`config.mk`:
```
export PLATFORM = sky130hd
export DESIGN_NAME = rotation_matrix_to_quaternion_unit
export DESIGN_NICKNAME = d
export VERILOG_FILES = /design/src/rmq_pkg.sv /design/src/rmq_front.sv /design/src/rmq_isqrt.sv /design/src/rmq_div_lane.sv /design/src/rotation_matrix_to_quaternion_unit.sv
export VERILOG_INCLUDE_DIRS = /design/src /design/src/src
export SDC_FILE = /design/constraint.sdc
export NUM_CORES = 2
export LEC_CHECK = 0
export BUFFER_PORTS_ARGS = -buffer_cell sky130_fd_sc_hd__buf_4
export CORE_MARGIN = 2
export CORE_UTILIZATION = 55
export CTS_CLUSTER_DIAMETER = 120
export DETAILED_ROUTE_END_ITERATION = 8
export PLACE_DENSITY = 0.76
export SLEW_MARGIN = 10
export SYNTH_ARGS = -nofsm -noshare
export SYNTH_HDL_FRONTEND = slang
export SYNTH_SLANG_ARGS = --single-unit
```
`constraint.sdc`:
```
create_clock -name clk_i -period 9.5 [get_ports clk_i]
set_input_delay 1.9 -clock clk_i [delete_from_list [all_inputs] [get_ports clk_i]]
set_output_delay 1.9 -clock clk_i [all_outputs]
set_load 0.01 [all_outputs]
```
`src/assert_macros.svh`:
```
// ----------------------------------------------------------------------------
// Assertion macros
// Clocked concurrent assertion wrappers, compiled out with ASSERT_OFF.
// ----------------------------------------------------------------------------
`ifndef ASSERT_MACROS_SVH
`define ASSERT_MACROS_SVH
`ifndef ASSERT_OFF
`define RMQ_ASSERT(lbl, clk, rstn, prop) \
  lbl: assert property (@(posedge clk) disable iff (!rstn) prop) \
    else $error("assertion failed");
`define RMQ_ASSERT_MSG(lbl, clk, rstn, prop, msg) \
  lbl: assert property (@(posedge clk) disable iff (!rstn) prop) \
    else $error(msg);
`else
`define RMQ_ASSERT(lbl, clk, rstn, prop)
`define RMQ_ASSERT_MSG(lbl, clk, rstn, prop, msg)
`endif
`endif

```
`src/rmq_pkg.sv`:
```
// ----------------------------------------------------------------------------
// rmq_pkg
// Types, widths and step functions of the matrix to quaternion pipeline.
// ----------------------------------------------------------------------------
package rmq_pkg;

  localparam int unsigned ELEM_BITS = 16;
  localparam int unsigned FRAC_BITS = ELEM_BITS - 2;
  localparam int unsigned TW        = ELEM_BITS + 3;
  localparam int unsigned RAD_W     = 2 * ELEM_BITS - 1;
  localparam int unsigned RES_W     = RAD_W + 1;
  localparam int unsigned ROOT_W    = ELEM_BITS;
  localparam int unsigned MAG_W     = ELEM_BITS + 1;
  localparam int unsigned DIVD_W    = 2 * ELEM_BITS;
  localparam int unsigned DEN_W     = ELEM_BITS + 1;
  localparam int unsigned CMP_W     = DEN_W + ELEM_BITS;

  localparam int unsigned SQ_PER_STAGE  = 2;
  localparam int unsigned SQ_STAGES     = (ROOT_W + SQ_PER_STAGE - 1) / SQ_PER_STAGE;
  localparam int unsigned DIV_PER_STAGE = 3;
  localparam int unsigned DIV_STAGES    = (ELEM_BITS + DIV_PER_STAGE - 1) / DIV_PER_STAGE;
  localparam int unsigned LANE_LAT      = DIV_STAGES + 1;
  localparam int unsigned LATENCY       = SQ_STAGES + DIV_STAGES + 3;

  typedef logic signed [ELEM_BITS-1:0] elem_t;
  typedef logic signed [TW-1:0]        wide_t;

  typedef enum logic [1:0] {
    DOM_W = 2'd0,
    DOM_X = 2'd1,
    DOM_Y = 2'd2,
    DOM_Z = 2'd3
  } dom_e;

  typedef struct packed {
    elem_t m00; elem_t m01; elem_t m02;
    elem_t m10; elem_t m11; elem_t m12;
    elem_t m20; elem_t m21; elem_t m22;
  } req_t;

  typedef struct packed {
    elem_t quat_w;
    elem_t quat_x;
    elem_t quat_y;
    elem_t quat_z;
    logic  degenerate;
  } rsp_t;

  // Sideband of one request: branch, flag and the three numerator lanes
  typedef struct packed {
    dom_e                  dom;
    logic                  degen;
    logic [2:0]            neg;
    logic [2:0][MAG_W-1:0] mag;
  } side_t;

  typedef struct packed {
    side_t            side;
    logic [RAD_W-1:0] rad;
  } front_t;

  typedef struct packed {
    logic [RAD_W-1:0] rem;
    logic [RES_W-1:0] res;
  } sq_t;

  typedef struct packed {
    logic [DIVD_W-1:0]    rem;
    logic [ELEM_BITS-1:0] quo;
  } div_t;

  // One digit of the bitwise square root, step j from the top
  function automatic sq_t sq_step(sq_t s, int unsigned j);
    logic [RES_W-1:0] bitv;
    logic [RES_W-1:0] trial;
    sq_t              o;
    bitv  = RES_W'(1) << (2 * (ROOT_W - 1 - j));
    trial = s.res + bitv;
    o     = s;
    if ({1'b0, s.rem} >= trial) begin
      o.rem = s.rem - trial[RAD_W-1:0];
      o.res = (s.res >> 1) + bitv;
    end else begin
      o.res = s.res >> 1;
    end
    return o;
  endfunction

  // One quotient bit of the restoring divider, step j from the top
  function automatic div_t div_step(div_t s, logic [DEN_W-1:0] den, int unsigned j);
    logic [CMP_W-1:0] sh;
    div_t             o;
    sh = CMP_W'(den) << (ELEM_BITS - 1 - j);
    o  = s;
    if (CMP_W'(s.rem) >= sh) begin
      o.rem = s.rem - sh[DIVD_W-1:0];
      o.quo = s.quo | (ELEM_BITS'(1) << (ELEM_BITS - 1 - j));
    end
    return o;
  endfunction

endpackage

```
`src/rmq_front.sv`:
```
// ----------------------------------------------------------------------------
// rmq_front
// Branch selection, radicand and numerator magnitudes, one register stage.
// ----------------------------------------------------------------------------
module rmq_front (
  input  logic              clk_i,
  input  logic              rst_ni,
  input  logic              valid_i,
  input  rmq_pkg::req_t     req_i,
  output logic              valid_o,
  output rmq_pkg::front_t   front_o
);
  import rmq_pkg::*;

  wide_t  w00, w01, w02, w10, w11, w12, w20, w21, w22;
  wide_t  tr, a_val, a_full;
  wide_t  num [3];
  wide_t  absn [3];
  dom_e   dom;
  logic   valid_q;
  front_t front_d, front_q;

  assign w00 = wide_t'(req_i.m00);
  assign w01 = wide_t'(req_i.m01);
  assign w02 = wide_t'(req_i.m02);
  assign w10 = wide_t'(req_i.m10);
  assign w11 = wide_t'(req_i.m11);
  assign w12 = wide_t'(req_i.m12);
  assign w20 = wide_t'(req_i.m20);
  assign w21 = wide_t'(req_i.m21);
  assign w22 = wide_t'(req_i.m22);
  assign tr  = w00 + w11 + w22;

  always_comb begin
    // strict compares: ties fall through to the next branch
    if (tr > 0)                      dom = DOM_W;
    else if (w00 > w11 && w00 > w22) dom = DOM_X;
    else if (w11 > w22)              dom = DOM_Y;
    else                             dom = DOM_Z;

    unique case (dom)
      DOM_W: begin
        a_val  = tr;
        num[0] = w21 - w12; num[1] = w02 - w20; num[2] = w10 - w01;
      end
      DOM_X: begin
        a_val  = w00 - w11 - w22;
        num[0] = w21 - w12; num[1] = w01 + w10; num[2] = w02 + w20;
      end
      DOM_Y: begin
        a_val  = w11 - w00 - w22;
        num[0] = w02 - w20; num[1] = w01 + w10; num[2] = w12 + w21;
      end
      default: begin
        a_val  = w22 - w00 - w11;
        num[0] = w10 - w01; num[1] = w02 + w20; num[2] = w12 + w21;
      end
    endcase

    a_full = a_val + (wide_t'(1) <<< FRAC_BITS);

    front_d.side.dom   = dom;
    front_d.side.degen = a_full[TW-1] || (a_full == '0);
    front_d.rad        = front_d.side.degen ? '0
                       : {a_full[RAD_W-FRAC_BITS-1:0], {FRAC_BITS{1'b0}}};
    for (int l = 0; l < 3; l++) begin
      front_d.side.neg[l] = num[l][TW-1];
      absn[l]             = num[l][TW-1] ? -num[l] : num[l];
      front_d.side.mag[l] = absn[l][MAG_W-1:0];
    end
  end

  always_ff @(posedge clk_i or negedge rst_ni) begin
    if (!rst_ni) begin
      valid_q <= 1'b0;
    end else begin
      valid_q <= valid_i;
    end
  end

  always_ff @(posedge clk_i) begin
    front_q <= front_d;
  end

  assign valid_o = valid_q;
  assign front_o = front_q;

endmodule

```
`src/rmq_isqrt.sv`:
```
// ----------------------------------------------------------------------------
// rmq_isqrt
// Pipelined bitwise integer square root, sideband carried alongside.
// ----------------------------------------------------------------------------
module rmq_isqrt (
  input  logic                               clk_i,
  input  logic                               rst_ni,
  input  logic                               valid_i,
  input  rmq_pkg::front_t                    front_i,
  output logic                               valid_o,
  output logic [rmq_pkg::ROOT_W-1:0]         root_o,
  output rmq_pkg::side_t                     side_o
);
  import rmq_pkg::*;

  logic  valid_q  [SQ_STAGES];
  sq_t   sq_q     [SQ_STAGES];
  side_t side_q   [SQ_STAGES];
  sq_t   sq_in    [SQ_STAGES];
  sq_t   sq_d     [SQ_STAGES];
  logic  valid_in [SQ_STAGES];
  side_t side_in  [SQ_STAGES];

  for (genvar s = 0; s < SQ_STAGES; s++) begin : g_stage
    if (s == 0) begin : g_first
      assign sq_in[s]    = '{rem: front_i.rad, res: '0};
      assign valid_in[s] = valid_i;
      assign side_in[s]  = front_i.side;
    end else begin : g_next
      assign sq_in[s]    = sq_q[s-1];
      assign valid_in[s] = valid_q[s-1];
      assign side_in[s]  = side_q[s-1];
    end

    always_comb begin
      sq_d[s] = sq_in[s];
      for (int j = 0; j < SQ_PER_STAGE; j++) begin
        if (s * SQ_PER_STAGE + j < ROOT_W) begin
          sq_d[s] = sq_step(sq_d[s], s * SQ_PER_STAGE + j);
        end
      end
    end

    always_ff @(posedge clk_i or negedge rst_ni) begin
      if (!rst_ni) begin
        valid_q[s] <= 1'b0;
      end else begin
        valid_q[s] <= valid_in[s];
      end
    end

    always_ff @(posedge clk_i) begin
      sq_q[s]   <= sq_d[s];
      side_q[s] <= side_in[s];
    end
  end

  assign valid_o = valid_q[SQ_STAGES-1];
  assign root_o  = sq_q[SQ_STAGES-1].res[ROOT_W-1:0];
  assign side_o  = side_q[SQ_STAGES-1];

endmodule

```
`src/rmq_div_lane.sv`:
```
// ----------------------------------------------------------------------------
// rmq_div_lane
// One numerator lane: rounded n * 2^F / (2R) by a pipelined restoring divider.
// ----------------------------------------------------------------------------
module rmq_div_lane (
  input  logic                          clk_i,
  input  logic [rmq_pkg::MAG_W-1:0]     mag_i,
  input  logic                          neg_i,
  input  logic [rmq_pkg::ROOT_W-1:0]    root_i,
  output logic [rmq_pkg::ELEM_BITS-1:0] quo_o,
  output logic                          ovf_o,
  output logic                          neg_o
);
  import rmq_pkg::*;

  logic [DIVD_W-1:0] divd;
  logic [DEN_W-1:0]  den;
  logic              ovf;

  div_t              dv_q   [LANE_LAT];
  logic [DEN_W-1:0]  den_q  [LANE_LAT];
  logic              ovf_q  [LANE_LAT];
  logic              neg_q  [LANE_LAT];
  div_t              dv_d   [LANE_LAT];

  // add R for round half up, quotient of 2^ELEM_BITS or more saturates anyway
  assign divd = (DIVD_W'(mag_i) << FRAC_BITS) + DIVD_W'(root_i);
  assign den  = DEN_W'(root_i) << 1;
  assign ovf  = CMP_W'(divd) >= (CMP_W'(den) << ELEM_BITS);

  assign dv_d[0] = '{rem: divd, quo: '0};

  for (genvar s = 1; s < LANE_LAT; s++) begin : g_stage
    always_comb begin
      dv_d[s] = dv_q[s-1];
      for (int j = 0; j < DIV_PER_STAGE; j++) begin
        if ((s - 1) * DIV_PER_STAGE + j < ELEM_BITS) begin
          dv_d[s] = div_step(dv_d[s], den_q[s-1], (s - 1) * DIV_PER_STAGE + j);
        end
      end
    end
  end

  for (genvar s = 0; s < LANE_LAT; s++) begin : g_reg
    if (s == 0) begin : g_head
      always_ff @(posedge clk_i) begin
        dv_q[s]  <= dv_d[s];
        den_q[s] <= den;
        ovf_q[s] <= ovf;
        neg_q[s] <= neg_i;
      end
    end else begin : g_tail
      always_ff @(posedge clk_i) begin
        dv_q[s]  <= dv_d[s];
        den_q[s] <= den_q[s-1];
        ovf_q[s] <= ovf_q[s-1];
        neg_q[s] <= neg_q[s-1];
      end
    end
  end

  assign quo_o = dv_q[LANE_LAT-1].quo;
  assign ovf_o = ovf_q[LANE_LAT-1];
  assign neg_o = neg_q[LANE_LAT-1];

endmodule

```
`src/rotation_matrix_to_quaternion_unit.sv`:
```
// ----------------------------------------------------------------------------
// rotation_matrix_to_quaternion_unit
// Rotation matrix (3x3, Q2.14) to unit quaternion by Shepperd's method.
// ----------------------------------------------------------------------------
// A request is taken on any cycle with start_i high; busy_o is always low, so
// one matrix can enter every clock. Each request returns one result on rsp_o,
// marked by a one-cycle done_o pulse, in request order. The result is never
// held: sample it in that cycle.
// The path is the 16-digit square root (two digits per stage, 8 stages)
// and the 16-bit restoring divide (three bits per stage, 6 stages plus setup),
// with one input and one output register.

`include "assert_macros.svh"

module rotation_matrix_to_quaternion_unit (
  input  logic          clk_i,
  input  logic          rst_ni,
  input  logic          start_i,
  output logic          busy_o,
  input  rmq_pkg::req_t req_i,
  output logic          done_o,
  output rmq_pkg::rsp_t rsp_o
);
  import rmq_pkg::*;

  localparam elem_t MAX_P = elem_t'((1 << (ELEM_BITS - 1)) - 1);
  localparam elem_t MIN_N = elem_t'(1 << (ELEM_BITS - 1));

  logic              fr_valid;
  front_t            fr;
  logic              sq_valid;
  logic [ROOT_W-1:0] root;
  side_t             sq_side;
  logic [ROOT_W:0]   root_inc;

  logic [ELEM_BITS-1:0] lane_quo [3];
  logic                 lane_ovf [3];
  logic                 lane_neg [3];
  elem_t                lane_val [3];

  logic  vld_q  [LANE_LAT];
  dom_e  dom_q  [LANE_LAT];
  logic  dgn_q  [LANE_LAT];
  elem_t dval_q [LANE_LAT];

  elem_t comp [4];
  rsp_t  rsp_d, rsp_q;
  logic  done_q;

  assign busy_o = 1'b0;

  rmq_front u_front (
    .clk_i   (clk_i),
    .rst_ni  (rst_ni),
    .valid_i (start_i),
    .req_i   (req_i),
    .valid_o (fr_valid),
    .front_o (fr)
  );

  rmq_isqrt u_isqrt (
    .clk_i   (clk_i),
    .rst_ni  (rst_ni),
    .valid_i (fr_valid),
    .front_i (fr),
    .valid_o (sq_valid),
    .root_o  (root),
    .side_o  (sq_side)
  );

  for (genvar l = 0; l < 3; l++) begin : g_lane
    rmq_div_lane u_lane (
      .clk_i  (clk_i),
      .mag_i  (sq_side.mag[l]),
      .neg_i  (sq_side.neg[l]),
      .root_i (root),
      .quo_o  (lane_quo[l]),
      .ovf_o  (lane_ovf[l]),
      .neg_o  (lane_neg[l])
    );

    always_comb begin
      if (!lane_neg[l]) begin
        lane_val[l] = (lane_ovf[l] || lane_quo[l][ELEM_BITS-1]) ? MAX_P
                    : elem_t'(lane_quo[l]);
      end else if (lane_ovf[l] ||
                   (lane_quo[l][ELEM_BITS-1] && (lane_quo[l][ELEM_BITS-2:0] != '0))) begin
        lane_val[l] = MIN_N;
      end else begin
        lane_val[l] = -elem_t'(lane_quo[l]);
      end
    end
  end

  // dominant component is S/4 rounded half up
  assign root_inc = {1'b0, root} + 1'b1;

  for (genvar s = 0; s < LANE_LAT; s++) begin : g_side
    if (s == 0) begin : g_head
      always_ff @(posedge clk_i or negedge rst_ni) begin
        if (!rst_ni) begin
          vld_q[s] <= 1'b0;
        end else begin
          vld_q[s] <= sq_valid;
        end
      end

      always_ff @(posedge clk_i) begin
        dom_q[s]  <= sq_side.dom;
        dgn_q[s]  <= sq_side.degen;
        dval_q[s] <= elem_t'(root_inc[ROOT_W:1]);
      end
    end else begin : g_tail
      always_ff @(posedge clk_i or negedge rst_ni) begin
        if (!rst_ni) begin
          vld_q[s] <= 1'b0;
        end else begin
          vld_q[s] <= vld_q[s-1];
        end
      end

      always_ff @(posedge clk_i) begin
        dom_q[s]  <= dom_q[s-1];
        dgn_q[s]  <= dgn_q[s-1];
        dval_q[s] <= dval_q[s-1];
      end
    end
  end

  always_comb begin
    for (int k = 0; k < 4; k++) begin
      if (dgn_q[LANE_LAT-1]) begin
        comp[k] = '0;
      end else if (k == int'(dom_q[LANE_LAT-1])) begin
        comp[k] = dval_q[LANE_LAT-1];
      end else if (k < int'(dom_q[LANE_LAT-1])) begin
        comp[k] = lane_val[k];
      end else begin
        comp[k] = lane_val[k-1];
      end
    end
    rsp_d.quat_w     = comp[0];
    rsp_d.quat_x     = comp[1];
    rsp_d.quat_y     = comp[2];
    rsp_d.quat_z     = comp[3];
    rsp_d.degenerate = dgn_q[LANE_LAT-1];
  end

  always_ff @(posedge clk_i or negedge rst_ni) begin
    if (!rst_ni) begin
      done_q <= 1'b0;
    end else begin
      done_q <= vld_q[LANE_LAT-1];
    end
  end

  always_ff @(posedge clk_i) begin
    rsp_q <= rsp_d;
  end

  assign done_o = done_q;
  assign rsp_o  = rsp_q;

  `RMQ_ASSERT(a_req_returns, clk_i, rst_ni, start_i |-> ##LATENCY done_o)
  `RMQ_ASSERT(a_no_spurious, clk_i, rst_ni, !start_i |-> ##LATENCY !done_o)
  `RMQ_ASSERT_MSG(a_degen_zero, clk_i, rst_ni,
    (done_o && rsp_o.degenerate) |-> (rsp_o.quat_w == '0 && rsp_o.quat_x == '0 &&
    rsp_o.quat_y == '0 && rsp_o.quat_z == '0), "degenerate result not zero")
  `RMQ_ASSERT_MSG(a_dom_positive, clk_i, rst_ni,
    (done_o && !rsp_o.degenerate) |-> (rsp_o.quat_w > 0 || rsp_o.quat_x > 0 ||
    rsp_o.quat_y > 0 || rsp_o.quat_z > 0), "no positive dominant component")

endmodule
```
Yosys cells after proc, flatten, opt, wreduce, memory -nomap -nowiden
Memories as Yosys holds them, arrays and structs flattened.
Cells that the tools add are included.
Widths: inputs -> output; s select.
{"block": "op_classes", "addsub": 119, "magnitude_cmp": 74, "eq_ne": 5, "mux": 104, "reduce_logical": 17}
{"operator": "$mux 48", "n": 48}
{"operator": "$mux 31", "n": 17}
{"operator": "$ge 31x32->1", "n": 15}
{"operator": "$mux 32", "n": 15}
{"operator": "$sub 31x31->31", "n": 15}
{"operator": "$mux 16", "n": 16}
{"operator": "$pmux 57 s3", "n": 1}
{"operator": "$sub 16x16->17", "n": 6}
{"operator": "$ge 32x33->1", "n": 3}
{"operator": "$add 31x16->32", "n": 3}
{"operator": "$ge 32x17->1", "n": 3}
{"operator": "$ge 32x18->1", "n": 3}
{"operator": "$ge 32x19->1", "n": 3}
{"operator": "$ge 32x20->1", "n": 3}
{"operator": "$ge 32x21->1", "n": 3}
{"operator": "$ge 32x22->1", "n": 3}
{"operator": "$ge 32x23->1", "n": 3}
{"operator": "$ge 32x24->1", "n": 3}
{"operator": "$ge 32x25->1", "n": 3}
{"operator": "$ge 32x26->1", "n": 3}
{"operator": "$ge 32x27->1", "n": 3}
{"operator": "$ge 32x28->1", "n": 3}
{"operator": "$ge 32x29->1", "n": 3}
{"operator": "$ge 32x30->1", "n": 3}
{"operator": "other kinds (74)", "n": 138}
{"block": "word_totals", "ff_bits": 170, "ram_bits": 2500, "in_bits": 147, "wordCells": 366, "n_memories": 17}
{"name": "u_isqrt.sq_q", "words": 8, "width": 63, "read_ports": 8, "rd_clocked_by_memory_dff": 0, "wr": 8, "line": "rmq_isqrt.sv:17", "rtl": "sq_t sq_q [SQ_STAGES];"}
{"name": "u_isqrt.side_q", "words": 8, "width": 57, "read_ports": 8, "rd_clocked_by_memory_dff": 0, "wr": 8, "line": "rmq_isqrt.sv:18", "rtl": "side_t side_q [SQ_STAGES];"}
{"name": "g_lane[0].u_lane.dv_q", "words": 7, "width": 48, "read_ports": 7, "rd_clocked_by_memory_dff": 0, "wr": 7, "line": "rmq_div_lane.sv:20", "rtl": "div_t dv_q [LANE_LAT];"}
{"name": "g_lane[1].u_lane.dv_q", "words": 7, "width": 48, "read_ports": 7, "rd_clocked_by_memory_dff": 0, "wr": 7, "line": "rmq_div_lane.sv:20"}
{"name": "g_lane[2].u_lane.dv_q", "words": 7, "width": 48, "read_ports": 7, "rd_clocked_by_memory_dff": 0, "wr": 7, "line": "rmq_div_lane.sv:20"}
{"name": "g_lane[0].u_lane.den_q", "words": 7, "width": 17, "read_ports": 6, "rd_clocked_by_memory_dff": 0, "wr": 7, "line": "rmq_div_lane.sv:21", "rtl": "logic [DEN_W-1:0] den_q [LANE_LAT];"}
{"name": "11 more memories"}

Logic depth before layout (Yosys ltp)
{"block": "depth", "depth_word": 9, "depth_mapped": 50, "ltp_nobuf": 47}

Modules after synthesis
Synthesis repeated with hierarchy kept, for this count alone.
{"block": "hier_totals", "hier_cells": 14152, "hier_area_um2": 121964.5}
{"module": "rmq_div_lane (g_lane[1].u_lane ...)", "n_inst": 2, "cells_per_inst": 3036, "area_per_inst_um2": 24644.9}
{"module": "rmq_isqrt", "n_inst": 1, "cells_per_inst": 2335, "area_per_inst_um2": 25532.0}
{"module": "rmq_div_lane (g_lane[0].u_lane)", "n_inst": 1, "cells_per_inst": 3028, "area_per_inst_um2": 24090.6}
{"module": "rmq_front", "n_inst": 1, "cells_per_inst": 1951, "area_per_inst_um2": 15567.4}
{"module": "rotation_matrix_to_quaternion_unit", "n_inst": 1, "cells_per_inst": 766, "area_per_inst_um2": 7484.7}

Worst setup path before layout
OpenSTA, ideal clock, no wires.
{"block": "synth_path", "path_kind": "register to register", "from": "memory g_lane[1].u_lane.dv_q[0][17] in the netlist's numbering", "to": "memory g_lane[0].u_lane.dv_q[1][38] in the netlist's numbering", "setup_time_ps": 121, "t_arrival_ps": 10128, "t_required_ps": 9379, "setup_slack_ps": -749, "path_stages_with_launch": 49, "period_less_slack_ps": 10249, "cell_sequence": "dfxtp_1 > inv_1 > fa_1 > a21o_1 > a21oi_1 > o21ai_0 > a21oi_1 > o21bai_1 > a21oi_1 > o21ai_0 > a2111o_1 > a31oi_1 > clkbuf_1 > nor2_1 > a21oi_1 > inv_1 > ha_1 > nor2b_1 > [... 13 more ...] > a21oi_1 > fa_1 > a21o_1 > a21oi_1 > nor2b_1 > o21a_1 > o21a_1 > o21a_1 > o21a_1 > o21ai_0 > a21oi_1 > nand3_1 > nand3b_1 > nand3_1 > and3_1 > nand3_1 > clkbuf_1 > mux2_2"}
{"element": "start: declaration", "line": "rmq_div_lane.sv:20"}
{"element": "end: declaration", "line": "rmq_div_lane.sv:20"}

==> impl_metrics.tcl <==
set metrics [dict create \
    coreArea_mm2 0.197 \
    clock_skew_ps 80.8 \
    worst_slew_pin_slew_ps 1230 \
    syn_avg_cell_area_um2 8.53 \
    h-tree-depth 4 \
    die_height_um 449 \
    critPathLaunchType "flip-flop" \
    slowest_stage "ha_1" \
    yosysTopAreaCell "dfxtp_1" \
    grt_use_total_pct 32.1 \
    synth_top_family_by_area "compound AO/OA/AOI/OAI gates" \
    hp-class "flip-flop to flip-flop" \
    grt_start_max_net_pins 64 \
    critPathArrivalTime_ps 9960 \
    reg2reg_depth 37 \
    overflow 0 \
    drt-total-wl_um 337000 \
    port_buffers 212 \
    synth_area_leaders "dfxtp_1 31%, ha_1 14%, xnor2_1 5.5%, a21oi_1 4.8%, nor2_1 3.9%" \
    dp_slack_ps -304 \
    setup_slack_ps 303 \
    r2r_end "g_lane[0].u_lane.dv_q[5][41]$_DFF_P_" \
    whs_path_depth 0 \
    path_buf_inv 3 \
    ant_nets 0 \
    synth.yosys.seq_area_share_pct 31.0 \
    holdWs_ps 313 \
    final_cell_mix "1655 x dfxtp_1, 1199 x ha_1, 1116 x nor2_1" \
    clk_latency_ps 880 \
    hold_viol 0 \
    critical_path_required_ps 10260 \
    cts_tree "built" \
    place_congestion 0.996 \
    slew_viol_final 0 \
    synth.cell_area_mm2 0.109 \
    synth_fa_ha_area_share_pct 16.0 \
    fp-row-count 163 \
    dp_hpwl_um 266000 \
    yosys_warnings 0 \
    clock-root-buffer "clkbuf_16" \
    place_inst 15719 \
    io_pins 214 \
    num_vias 96695 \
    hold_end "g_lane[1].u_lane.dv_q[5][12]$_DFF_P_" \
    clock_path_buffers 3 \
    viasPerCell 6.01 \
    dieArea_mm2 0.202 \
    crit_fanout 25 \
    setup_viol 0 \
    syn-num-nets 14257 \
    end_kind "flip-flop" \
    cts_sinks 1686 \
    initial_core_util_pct 55.3 \
    synth_top_area_share_pct 30.6 \
    synthSimpleGateAreaFrac_pct 18.0 \
    r2r_slack_ps 300 \
    clk_pin_slew_ps 60 \
    fmax_mhz 109 \
    synthXorXnorAreaFrac_pct 8.21 \
    dr.first_iter.drc_count 8259 \
    layout.nets 14767 \
    period_share_pct 96.8 \
    synth-async-reset-ratio_pct 1.01 \
    syn_to_final_growth_pct 12.6 \
    syn_inst 12787 \
    post-route-drc-count 0 \
    instances_no_fill 16100 \
    max_stage_delay_ps 550 \
    status "finished, final reports clean" \
    layout_commonest_cell "dfxtp_1" \
    synthMuxAreaShare_pct 3.62 \
    grt_antenna_before_repair 34 \
    r2r-start "g_lane[2].u_lane.den_q[4][15]$_DFF_P_" \
    synth-compound-area-share_pct 19.4 \
    die_w_um 449 \
    cap_violations 0 \
    relSlewSlack_pct 17.3 \
    wl_per_cell_um 20.9 \
    synth_edf_count 0 \
    critical_path_class "flip-flop to flip-flop" \
    grt_pass1_wl_um 519000 \
    synth_cell_types 115 \
    drive_gt1_share_pct 10.6 \
    synth-main-ff-cell "dfxtp_1" \
    cp_top_family "compound AO/OA/AOI/OAI gates" \
    grt_pass1_vias 93188 \
    fin_crit_ps 9200 \
    cts_made_buffers 170 \
    ys_seq_elements 1686 \
    holdCritStartpoint "g_lane[1].u_lane.dv_q[4][12]$_DFF_P_" \
    drtPass1Iterations 6 \
]
final cells by class:
type	instances	area [µm²]
inverter	778	2970
tap	2640	3300
clock inverter	101	1350
multi-input combinational	10050	71800
sequential	1686	33900
fill	16685	74400
antenna	15	37.5
timing repair buffer	611	4780
clock buffer	219	4670
sequential cells by signal (all words and copies together) (netlist names):
register             count
dgn_q                    7
dom_q                   14
done_o                   1
dval_q                 112
g_lane.u_lane.den_q     42
g_lane.u_lane.dv_q     651
g_lane.u_lane.neg_q     21
g_lane.u_lane.ovf_q     21
rsp_o                   65
u_front.front_o         74
u_front.valid_o          1
u_isqrt.side_q         456
u_isqrt.sq_q           206
u_isqrt.valid_in         7
u_isqrt.valid_o          1
vld_q                    7
layer usage:
metal | GRT usage [%] | up-vias | routed length (µm)
li1 | - | 46634 | -
met1 | 42.7 | 45649 | 147000
met2 | 51.1 | 3644 | 148000
met3 | 5.24 | 758 | 25400
met4 | 14.5 | 10 | 16300
met5 | 0 | - | 67
cells by family (layout without fill, tap and decap cells):
logic type / after synthesis / in the layout
xor gates and xnor gates: 1019 / 1019
adders and majority gates: 1324 / 1324
buffers and inverters: 1055 / 1709
AOI/OAI and AO/OA: 3351 / 3351
muxes: 364 / 364
DFF: 1686 / 1686
other: 1 / 16
and+or+nand+nor: 3987 / 3991
how the worst max path moves through the flow:
stage	startpoint	end	slack (ps)	cells after the start
2_1_floorplan	g_lane[1].u_lane.dv_q[3][17]$_DFF_P_	g_lane[2].u_lane.dv_q[4][36]$_DFF_P_	20	46
3_3_place_gp	g_lane[1].u_lane.dv_q[4][20]$_DFF_P_	g_lane[0].u_lane.dv_q[5][41]$_DFF_P_	-220	39
3_5_place_dp	g_lane[1].u_lane.dv_q[4][20]$_DFF_P_	g_lane[0].u_lane.dv_q[5][41]$_DFF_P_	-300	41
4_1_cts	g_lane[1].u_lane.dv_q[0][16]$_DFF_P_	g_lane[1].u_lane.dv_q[1][47]$_DFF_P_	2	44
5_1_grt	g_lane[1].u_lane.dv_q[0][16]$_DFF_P_	g_lane[2].u_lane.dv_q[1][31]$_DFF_P_	-80	48
6_report	g_lane[2].u_lane.den_q[4][15]$_DFF_P_	g_lane[0].u_lane.dv_q[5][41]$_DFF_P_	300	37
cells in the mapped netlist (126+ instances only):
master / number
clkbuf_1: 219
nand2_1: 970
xnor2_1: 679
a21oi_1: 1043
ha_1: 1200
nor2b_1: 185
nor3_1: 290
o21a_1: 164
nand3_1: 265
nand2b_1: 176
a21o_1: 338
mux2_2: 235
mux2i_1: 126
a211oi_1: 134
dfxtp_1: 1669
nand4_1: 193
inv_1: 765
nor2_1: 1122
or3_1: 138
o21ai_0: 762
xor2_1: 338
stage by stage:
stage / cell area (µm²) / util (%) / TNS [ps]
6_report: 123000 / 62.3 / 0
5_1_grt: 123000 / 62.3 / -1610
3_5_place_dp: 116000 / 58.7 / -6670
4_1_cts: 122000 / 61.8 / 0
3_3_place_gp: 116000 / 58.7 / -4550
2_1_floorplan: 109000 / - / 0
repair_timing:
| item | 4_1_cts | 5_1_grt |
|---|---|---|
| setup endpoints to repair | 79 | 353 |
| hold buffers | 0 | 0 |
| resized for setup | 15 | 186 |
| pin swaps | 1 | 31 |
| gates cloned | 1 | 6 |
| setup buffers | 3 | 36 |
Power is left out: the tool's default activity adds up to more than one toggle a clock period on the data nets, which glitch-free logic cannot reach.
